File: src/hw/rtl/rgbpo_pkg.sv
package rgbpo_pkg;

    // pixel and coordinate widths
    localparam int CoordW = 16;
    localparam int ChanW  = 8;

    typedef logic [CoordW-1:0] t_coord;
    typedef logic [ChanW-1:0]  t_chan;

    // configuration port: eight 32-bit registers at byte address 4*i
    localparam int CfgDataW = 32;
    localparam int CfgAddrW = 5;
    localparam int RegIdxW  = 3;

    typedef logic [RegIdxW-1:0] t_reg_idx;

    localparam t_reg_idx REG_OP_MODE   = 3'd0;
    localparam t_reg_idx REG_GAIN_RED  = 3'd1;
    localparam t_reg_idx REG_GAIN_GRN  = 3'd2;
    localparam t_reg_idx REG_GAIN_BLU  = 3'd3;
    localparam t_reg_idx REG_THRESHOLD = 3'd4;
    localparam t_reg_idx REG_WIN_X     = 3'd5;
    localparam t_reg_idx REG_WIN_Y     = 3'd6;
    localparam t_reg_idx REG_FILL      = 3'd7;

    typedef logic [2:0] t_op_mode;

    localparam t_op_mode MODE_AVG_GRAY   = 3'd0;
    localparam t_op_mode MODE_LUMA_GRAY  = 3'd1;
    localparam t_op_mode MODE_LIGHT_GRAY = 3'd2;
    localparam t_op_mode MODE_THRESHOLD  = 3'd3;
    localparam t_op_mode MODE_GAIN       = 3'd4;
    localparam t_op_mode MODE_INVERT     = 3'd5;
    localparam t_op_mode MODE_WIN_FILL   = 3'd6;

    // rec.709 weights in unsigned 0.16, summing to exactly 65536
    localparam logic [23:0] LUMA_WR = 24'd13933;
    localparam logic [23:0] LUMA_WG = 24'd46871;
    localparam logic [23:0] LUMA_WB = 24'd4732;

    // floor(s/3) == (s*683) >> 11 for every s up to 765
    localparam logic [9:0] DIV3_MUL   = 10'd683;
    localparam int         DIV3_SHIFT = 11;

    localparam logic [15:0] GAIN_UNITY = 16'd256;
    localparam t_chan       THR_RESET  = 8'd128;
    localparam t_chan       CHAN_MAX   = 8'hFF;

endpackage

File: src/hw/rtl/rgbpo_if.sv
interface rgbpo_pix_in_if;
    logic               valid;
    logic               ready;
    rgbpo_pkg::t_coord  pix_x;
    rgbpo_pkg::t_coord  pix_y;
    rgbpo_pkg::t_chan   in_red;
    rgbpo_pkg::t_chan   in_green;
    rgbpo_pkg::t_chan   in_blue;
    rgbpo_pkg::t_chan   in_alpha;

    modport source (
        output valid, pix_x, pix_y, in_red, in_green, in_blue, in_alpha,
        input  ready
    );
    modport sink (
        input  valid, pix_x, pix_y, in_red, in_green, in_blue, in_alpha,
        output ready
    );
endinterface

interface rgbpo_pix_out_if;
    logic               valid;
    logic               ready;
    rgbpo_pkg::t_chan   out_red;
    rgbpo_pkg::t_chan   out_green;
    rgbpo_pkg::t_chan   out_blue;
    rgbpo_pkg::t_chan   out_alpha;

    modport source (
        output valid, out_red, out_green, out_blue, out_alpha,
        input  ready
    );
    modport sink (
        input  valid, out_red, out_green, out_blue, out_alpha,
        output ready
    );
endinterface

File: src/hw/rtl/rgb_pixel_point_operations.sv
// pipeline: an accepted pixel is held in the input register, then in the result register,
//   which drives the output
// throughput: one pixel per clock while the output is ready; while a finished result waits
//   the input register takes one more beat, then the input stalls until the output moves
// reset: synchronous active-low i_rst_n empties both stages and loads the register
//   defaults (average gray, unity gains, threshold 128, empty window, black fill)
module rgb_pixel_point_operations (
    input  logic                            i_clk,
    input  logic                            i_rst_n,
    rgbpo_pix_in_if.sink                    i_pix,
    rgbpo_pix_out_if.source                 o_pix,
    input  logic                            psel,
    input  logic                            penable,
    input  logic                            pwrite,
    input  logic [rgbpo_pkg::CfgAddrW-1:0]  paddr,
    input  logic [rgbpo_pkg::CfgDataW-1:0]  pwdata,
    output logic [rgbpo_pkg::CfgDataW-1:0]  prdata,
    output logic                            pready
);
    import rgbpo_pkg::*;

    // configuration registers
    t_op_mode    r_op_mode;
    logic [15:0] r_gain_red;
    logic [15:0] r_gain_grn;
    logic [15:0] r_gain_blu;
    t_chan       r_threshold;
    logic [31:0] r_win_x;
    logic [31:0] r_win_y;
    logic [23:0] r_fill;

    // input stage
    logic   r_s1_vld;
    t_coord r_s1_x;
    t_coord r_s1_y;
    t_chan  r_s1_red;
    t_chan  r_s1_grn;
    t_chan  r_s1_blu;
    t_chan  r_s1_alp;

    // result stage
    logic   r_s2_vld;
    t_chan  r_s2_red;
    t_chan  r_s2_grn;
    t_chan  r_s2_blu;
    t_chan  r_s2_alp;
    t_chan  n_s2_red;
    t_chan  n_s2_grn;
    t_chan  n_s2_blu;

    logic     s1_rdy;
    logic     s2_rdy;
    logic     cfg_wr;
    t_reg_idx cfg_idx;

    logic [9:0]  rgb_sum;
    logic [19:0] avg_prod;
    t_chan       avg_gray;
    logic [23:0] luma_acc;
    t_chan       luma_gray;
    t_chan       ch_max;
    t_chan       ch_min;
    logic [8:0]  mm_sum;
    t_chan       light_gray;
    t_chan       thr_val;
    logic        in_window;

    // 8-bit channel times unsigned 8.8 gain, clipped to full scale
    function automatic t_chan gain_sat(input t_chan v, input logic [15:0] gn);
        logic [23:0] p;
        p = {16'd0, v} * {8'd0, gn};
        return (p[23:16] != 8'd0) ? CHAN_MAX : p[15:8];
    endfunction

    // ---------------- configuration port ----------------
    assign pready  = 1'b1;
    assign cfg_wr  = psel & penable & pwrite;
    assign cfg_idx = paddr[CfgAddrW-1:2];

    always_ff @(posedge i_clk) begin
        if (!i_rst_n) begin
            r_op_mode   <= MODE_AVG_GRAY;
            r_gain_red  <= GAIN_UNITY;
            r_gain_grn  <= GAIN_UNITY;
            r_gain_blu  <= GAIN_UNITY;
            r_threshold <= THR_RESET;
            r_win_x     <= '0;
            r_win_y     <= '0;
            r_fill      <= '0;
        end else if (cfg_wr) begin
            case (cfg_idx)
                REG_OP_MODE:   r_op_mode   <= pwdata[2:0];
                REG_GAIN_RED:  r_gain_red  <= pwdata[15:0];
                REG_GAIN_GRN:  r_gain_grn  <= pwdata[15:0];
                REG_GAIN_BLU:  r_gain_blu  <= pwdata[15:0];
                REG_THRESHOLD: r_threshold <= pwdata[7:0];
                REG_WIN_X:     r_win_x     <= pwdata[31:0];
                REG_WIN_Y:     r_win_y     <= pwdata[31:0];
                REG_FILL:      r_fill      <= pwdata[23:0];
                default: ;
            endcase
        end
    end

    always_comb begin
        case (cfg_idx)
            REG_OP_MODE:   prdata = {29'd0, r_op_mode};
            REG_GAIN_RED:  prdata = {16'd0, r_gain_red};
            REG_GAIN_GRN:  prdata = {16'd0, r_gain_grn};
            REG_GAIN_BLU:  prdata = {16'd0, r_gain_blu};
            REG_THRESHOLD: prdata = {24'd0, r_threshold};
            REG_WIN_X:     prdata = r_win_x;
            REG_WIN_Y:     prdata = r_win_y;
            REG_FILL:      prdata = {8'd0, r_fill};
            default:       prdata = '0;
        endcase
    end

    // ---------------- pipeline flow control ----------------
    // each stage takes a new beat when empty or when its contents move on
    assign s2_rdy      = !r_s2_vld || o_pix.ready;
    assign s1_rdy      = !r_s1_vld || s2_rdy;
    assign i_pix.ready = s1_rdy;

    always_ff @(posedge i_clk) begin
        if (!i_rst_n) begin
            r_s1_vld <= 1'b0;
            r_s2_vld <= 1'b0;
        end else begin
            if (s1_rdy) begin
                r_s1_vld <= i_pix.valid;
            end
            if (s2_rdy) begin
                r_s2_vld <= r_s1_vld;
            end
        end
    end

    // input register
    always_ff @(posedge i_clk) begin
        if (s1_rdy && i_pix.valid) begin
            r_s1_x   <= i_pix.pix_x;
            r_s1_y   <= i_pix.pix_y;
            r_s1_red <= i_pix.in_red;
            r_s1_grn <= i_pix.in_green;
            r_s1_blu <= i_pix.in_blue;
            r_s1_alp <= i_pix.in_alpha;
        end
    end

    // ---------------- point operations ----------------
    // average gray, divide by three through a reciprocal multiply
    assign rgb_sum  = {2'd0, r_s1_red} + {2'd0, r_s1_grn} + {2'd0, r_s1_blu};
    assign avg_prod = {10'd0, rgb_sum} * {10'd0, DIV3_MUL};
    assign avg_gray = avg_prod[DIV3_SHIFT +: ChanW];

    // luminosity gray, weights sum to 1.0 so the top byte never overflows
    assign luma_acc  = {16'd0, r_s1_red} * LUMA_WR
                     + {16'd0, r_s1_grn} * LUMA_WG
                     + {16'd0, r_s1_blu} * LUMA_WB;
    assign luma_gray = luma_acc[23:16];

    // lightness gray, mean of the largest and smallest channel
    always_comb begin
        ch_max = r_s1_red;
        ch_min = r_s1_red;
        if (r_s1_grn > ch_max) ch_max = r_s1_grn;
        if (r_s1_blu > ch_max) ch_max = r_s1_blu;
        if (r_s1_grn < ch_min) ch_min = r_s1_grn;
        if (r_s1_blu < ch_min) ch_min = r_s1_blu;
    end
    assign mm_sum     = {1'b0, ch_max} + {1'b0, ch_min};
    assign light_gray = mm_sum[8:1];

    assign thr_val = (avg_gray > r_threshold) ? CHAN_MAX : '0;

    // all bounds exclusive; an empty or inverted window fills every pixel
    assign in_window = (r_s1_x > r_win_x[15:0]) && (r_s1_x < r_win_x[31:16]) &&
                       (r_s1_y > r_win_y[15:0]) && (r_s1_y < r_win_y[31:16]);

    always_comb begin
        n_s2_red = r_s1_red;
        n_s2_grn = r_s1_grn;
        n_s2_blu = r_s1_blu;
        case (r_op_mode)
            MODE_AVG_GRAY: begin
                n_s2_red = avg_gray;
                n_s2_grn = avg_gray;
                n_s2_blu = avg_gray;
            end
            MODE_LUMA_GRAY: begin
                n_s2_red = luma_gray;
                n_s2_grn = luma_gray;
                n_s2_blu = luma_gray;
            end
            MODE_LIGHT_GRAY: begin
                n_s2_red = light_gray;
                n_s2_grn = light_gray;
                n_s2_blu = light_gray;
            end
            MODE_THRESHOLD: begin
                n_s2_red = thr_val;
                n_s2_grn = thr_val;
                n_s2_blu = thr_val;
            end
            MODE_GAIN: begin
                n_s2_red = gain_sat(r_s1_red, r_gain_red);
                n_s2_grn = gain_sat(r_s1_grn, r_gain_grn);
                n_s2_blu = gain_sat(r_s1_blu, r_gain_blu);
            end
            MODE_INVERT: begin
                n_s2_red = ~r_s1_red;
                n_s2_grn = ~r_s1_grn;
                n_s2_blu = ~r_s1_blu;
            end
            MODE_WIN_FILL: begin
                if (!in_window) begin
                    n_s2_red = r_fill[7:0];
                    n_s2_grn = r_fill[15:8];
                    n_s2_blu = r_fill[23:16];
                end
            end
            // unused mode code passes the pixel through
            default: ;
        endcase
    end

    // result register
    always_ff @(posedge i_clk) begin
        if (s2_rdy && r_s1_vld) begin
            r_s2_red <= n_s2_red;
            r_s2_grn <= n_s2_grn;
            r_s2_blu <= n_s2_blu;
            r_s2_alp <= r_s1_alp;
        end
    end

    assign o_pix.valid     = r_s2_vld;
    assign o_pix.out_red   = r_s2_red;
    assign o_pix.out_green = r_s2_grn;
    assign o_pix.out_blue  = r_s2_blu;
    assign o_pix.out_alpha = r_s2_alp;

endmodule

File: src/flat_wrapper.sv
// flat-port wrapper written by rule: the top's interface ports become plain ports
module rgb_pixel_point_operations_flat import rgbpo_pkg::*;
  (i_clk, i_rst_n, psel, penable, pwrite, paddr, pwdata, prdata, pready, i_pix_valid, i_pix_pix_x, i_pix_pix_y, i_pix_in_red, i_pix_in_green, i_pix_in_blue, i_pix_in_alpha, i_pix_ready, o_pix_valid, o_pix_out_red, o_pix_out_green, o_pix_out_blue, o_pix_out_alpha, o_pix_ready);
  rgbpo_pix_in_if i_pix_i ();
  rgbpo_pix_out_if o_pix_i ();
  input  logic i_clk;
  input  logic i_rst_n;
  input  logic psel;
  input  logic penable;
  input  logic pwrite;
  input  logic [rgbpo_pkg::CfgAddrW-1:0] paddr;
  input  logic [rgbpo_pkg::CfgDataW-1:0] pwdata;
  output logic [rgbpo_pkg::CfgDataW-1:0] prdata;
  output logic pready;
  input wire logic [$bits(i_pix_i.valid)-1:0] i_pix_valid;
  input wire logic [$bits(i_pix_i.pix_x)-1:0] i_pix_pix_x;
  input wire logic [$bits(i_pix_i.pix_y)-1:0] i_pix_pix_y;
  input wire logic [$bits(i_pix_i.in_red)-1:0] i_pix_in_red;
  input wire logic [$bits(i_pix_i.in_green)-1:0] i_pix_in_green;
  input wire logic [$bits(i_pix_i.in_blue)-1:0] i_pix_in_blue;
  input wire logic [$bits(i_pix_i.in_alpha)-1:0] i_pix_in_alpha;
  output wire logic [$bits(i_pix_i.ready)-1:0] i_pix_ready;
  output wire logic [$bits(o_pix_i.valid)-1:0] o_pix_valid;
  output wire logic [$bits(o_pix_i.out_red)-1:0] o_pix_out_red;
  output wire logic [$bits(o_pix_i.out_green)-1:0] o_pix_out_green;
  output wire logic [$bits(o_pix_i.out_blue)-1:0] o_pix_out_blue;
  output wire logic [$bits(o_pix_i.out_alpha)-1:0] o_pix_out_alpha;
  input wire logic [$bits(o_pix_i.ready)-1:0] o_pix_ready;
  assign i_pix_i.valid = i_pix_valid;
  assign i_pix_i.pix_x = i_pix_pix_x;
  assign i_pix_i.pix_y = i_pix_pix_y;
  assign i_pix_i.in_red = i_pix_in_red;
  assign i_pix_i.in_green = i_pix_in_green;
  assign i_pix_i.in_blue = i_pix_in_blue;
  assign i_pix_i.in_alpha = i_pix_in_alpha;
  assign i_pix_ready = i_pix_i.ready;
  assign o_pix_valid = o_pix_i.valid;
  assign o_pix_out_red = o_pix_i.out_red;
  assign o_pix_out_green = o_pix_i.out_green;
  assign o_pix_out_blue = o_pix_i.out_blue;
  assign o_pix_out_alpha = o_pix_i.out_alpha;
  assign o_pix_i.ready = o_pix_ready;
  rgb_pixel_point_operations u_core (.i_clk(i_clk), .i_rst_n(i_rst_n), .i_pix(i_pix_i), .o_pix(o_pix_i), .psel(psel), .penable(penable), .pwrite(pwrite), .paddr(paddr), .pwdata(pwdata), .prdata(prdata), .pready(pready));
endmodule
File: config.mk
export PLATFORM = sky130hd
export DESIGN_NAME = rgb_pixel_point_operations_flat
export DESIGN_NICKNAME = d
export VERILOG_FILES = /design/src/hw/rtl/rgbpo_pkg.sv /design/src/hw/rtl/rgbpo_if.sv /design/src/hw/rtl/rgb_pixel_point_operations.sv /design/src/flat_wrapper.sv
export SDC_FILE = /design/constraint.sdc
export NUM_CORES = 2
export LEC_CHECK = 0
export ABC_CLOCK_PERIOD_IN_PS = 8700
export BUFFER_PORTS_ARGS = -buffer_cell sky130_fd_sc_hd__buf_2
export CORE_ASPECT_RATIO = 0.6
export CORE_UTILIZATION = 50
export DETAILED_ROUTE_END_ITERATION = 8
export PLACE_DENSITY = 0.76
export SYNTH_ARGS = -nofsm -noshare
export SYNTH_HDL_FRONTEND = slang
export SYNTH_SLANG_ARGS = --single-unit
File: constraint.sdc
create_clock -name i_clk -period 8.7 [get_ports i_clk]
set_clock_uncertainty 0.15 [all_clocks]
set_input_delay 1.74 -clock i_clk [delete_from_list [all_inputs] [get_ports i_clk]]
set_output_delay 1.74 -clock i_clk [all_outputs]
set_load 0.1 [all_outputs]
==> impl_metrics.toml <==
[grt]
grt_max_degree = 107
grt_pass1_wl_um = 159000
met3_usage_pct = 7.99
grt_use_total_pct = 30.3
grt_pass1_vias = 27400
gr-total-overflow = 0
busiest_layer = "met1"
met2_usage_pct = 42.9
grtUsageMet1_pct = 45.9
grt_antenna_before_repair = 5

[route]
viasPerCell = 5.71
drtIter0Drc = 3227
dr.pass1.iters = 6
drt-total-wl_um = 103000
vias = 27800
wl_per_cell_um = 21.1
drc = 0
ant_nets = 0

[yosys]
yosys.area.top_type = "fa_1"
ys_seq_area_share_pct = 17.5
synth_area_leaders = "fa_1 (24%), ha_1 (16%), dfxtp_1 (8.9%)"
synth_top_area_share_pct = 24.5
synth_area_um2 = 33500
ys_ff_latch = 245
ys_warn_count = 0
synthFlopType = "dfxtp_1"
synth_most_common_cell = "inv_1"
syn_avg_cell_area_um2 = 8.97
synth_edf_count = 96
syn_nets = 4693
synthDistinctLibCells = 86
synthArstFlopShare_pct = 0
syn_inst = 3741
synth.cells.most_frequent = "inv_1 (593), nand2_1 (478), ha_1 (434)"

[die]
start_util_pct = 50.6
dieArea_um2 = 68200
core_area_um2 = 66300
rows = 73
die_width_um = 336
ios = 175
die-height_um = 203

[clock_tree]
cts_root_buffer = "clkbuf_16"
clkTransAtPathRegs_ps = 70
htreeDepth = 1
cts.sinks = 245
cts_tree = "yes"
numCtsBuffers = 27
clk_latency_ps = 590
ctsLongestPathBuffers = 3
holdBufCountCts = 0

[setup_path]
slowest_delay_ps = 520
cp-start-kind = "flip-flop"
criticalPathCategory = "reg2reg"
crit_fanout = 7
end_kind = "flip-flop"
cp_num_buf_inv = 8
cpMostUsedCell = "inv_2"
worstPathArrival_ps = 9270
cp.required_ps = 8890
critical_path.top_delay_family = "adder cells"
slowest_stage = "fa_1"

[cells_and_area]
final_cells = 4870
final_util_pct = 56.8
fillers = 5810
nets = 4899
drive_gt1_share_pct = 13.4
synthToLayoutAreaGrowth_pct = 12.3

[sta]
rsz0062_at_grt = "yes"
slew_headroom_pct = 19.5
finalHoldViolCount = 0
clock.fmax_ghz = 0.110
timing.hold.ws_ps = 269
worst_slew_pin_slew_ps = 1200
final.period_utilization_pct = 104
drv_slew = 0
setup-violations-final = 23
setup_ws_ps = -380
period_minus_slack_ps = 9080

[placement]
dp_hpwl_um = 80700
place_inst = 4793
gp_congestion = 0.993
port_buffers = 171

[job]
drv_cap = 0

[run_status]
status = "finished with violations"
violations = "negative setup slack"

[worst_hold_path]
hp-class = "reg2reg"
==> metrics by stage <==
step           setup WS [ps]  setup TNS, ps  cell area [µm²]
2_1_floorplan           -293           -856            33700
3_3_place_gp            -532          -5650            36200
3_5_place_dp            -660          -9260            36200
4_1_cts                 -243          -1570            37400
5_1_grt                 -707         -12520            37700
6_report                -380          -4550            37700
==> worst reg2reg max path: cells and delay by family (launching register included) <==
kind                     cells  cell delay, ps
AO/OA/AOI/OAI               16            2740
XOR/XNOR                     2             370
adder cells (fa/ha/maj)     10            3530
flip-flops                   1             400
AND/OR/NAND/NOR              5            1110
buffers and inverters        8             530
==> what timing repair did <==
item | 4_1_cts | 5_1_grt
buffers inserted | 12 | 13
resized for setup | 43 | 26
setup endpoints to repair | 24 | 24
cloned | 0 | 0
pin swaps | 22 | 15
==> path summary, 6_finish.rpt <==
path,end,startpoint,cells past startpoint,slack [ps]
max,u_core.o_pix.out_blue[4],u_core.r_s1_red[0],41,-380
min,u_core.o_pix.out_alpha[7],u_core.r_s1_alp[7],0,270
max reg2reg,u_core.o_pix.out_blue[4],u_core.r_s1_red[0],41,-380
min reg2reg,u_core.o_pix.out_alpha[7],u_core.r_s1_alp[7],0,270
==> layout make-up <==
cell class | count | area, µm² | share of cell area (%)
multi-input combinational | 2717 | 25200 | 66.9
clock inverter | 14 | 140 | 0.372
antenna | 2 | 5.00 | 0.0133
clock buffer | 36 | 807 | 2.14
tap | 900 | 1130 | 2.99
inverter | 595 | 2240 | 5.94
timing repair buffer | 361 | 2290 | 6.07
sequential | 245 | 5870 | 15.6
==> cell usage in the layout, fill, tap and decap left out, drive strengths merged, types with 9 or more instances in the layout <==
master	count
inv	599
nand2	478
ha	434
fa	410
buf	361
and2	241
a21oi	180
dfxtp	149
a21boi	142
nor2	132
edfxtp	96
o21ai	82
mux2i	55
xnor2	53
a21o	48
nor2b	48
nand3	43
clkbuf	36
nand4	29
nor3	26
xor2	24
o21a	17
o22ai	17
a31oi	17
and3	16
nand2b	15
o221ai	15
a22oi	14
a211oi	13
a2111oi	13
a221oi	12
o21bai	12
mux2	11
o32a	9
o22a	9
==> metal layers <==
| layer | share of wire, % | wire length, µm | up-vias |
|---|---|---|---|
| met1 | 44 | 45500 | 13500 |
| li1 | - | - | 12600 |
| met5 | 0 | 0 | - |
| met3 | 13 | 13200 | 171 |
| met4 | 2.4 | 2410 | 0 |
| met2 | 40 | 41500 | 1471 |
==> cells by family after synthesis <==
family	after synthesis	share of synthesized area, %
buffers and inverters	779	8.79
other	1	0.0112
multiplexers	71	2.35
flip-flops	245	17.5
adder cells (fa/ha/maj)	844	40.7
AO/OA/AOI/OAI	650	13.2
AND/OR/NAND/NOR	1074	15.5
XOR/XNOR	77	2.01
==> state kept, by name, summed over array words and instances (netlist names), 3 cells and up <==
name	cells
u_core.o_pix.out_alpha	8
u_core.o_pix.out_blue	8
u_core.o_pix.out_green	8
u_core.o_pix.out_red	8
u_core.r_fill	24
u_core.r_gain_blu	16
u_core.r_gain_grn	16
u_core.r_gain_red	16
u_core.r_op_mode	3
u_core.r_s1_alp	8
u_core.r_s1_blu	8
u_core.r_s1_grn	8
u_core.r_s1_red	8
u_core.r_s1_x	16
u_core.r_s1_y	16
u_core.r_threshold	8
u_core.r_win_x	32
u_core.r_win_y	32
Power is left out: the tool's default activity adds up to more than one toggle a clock period on the data nets, which glitch-free logic cannot reach.
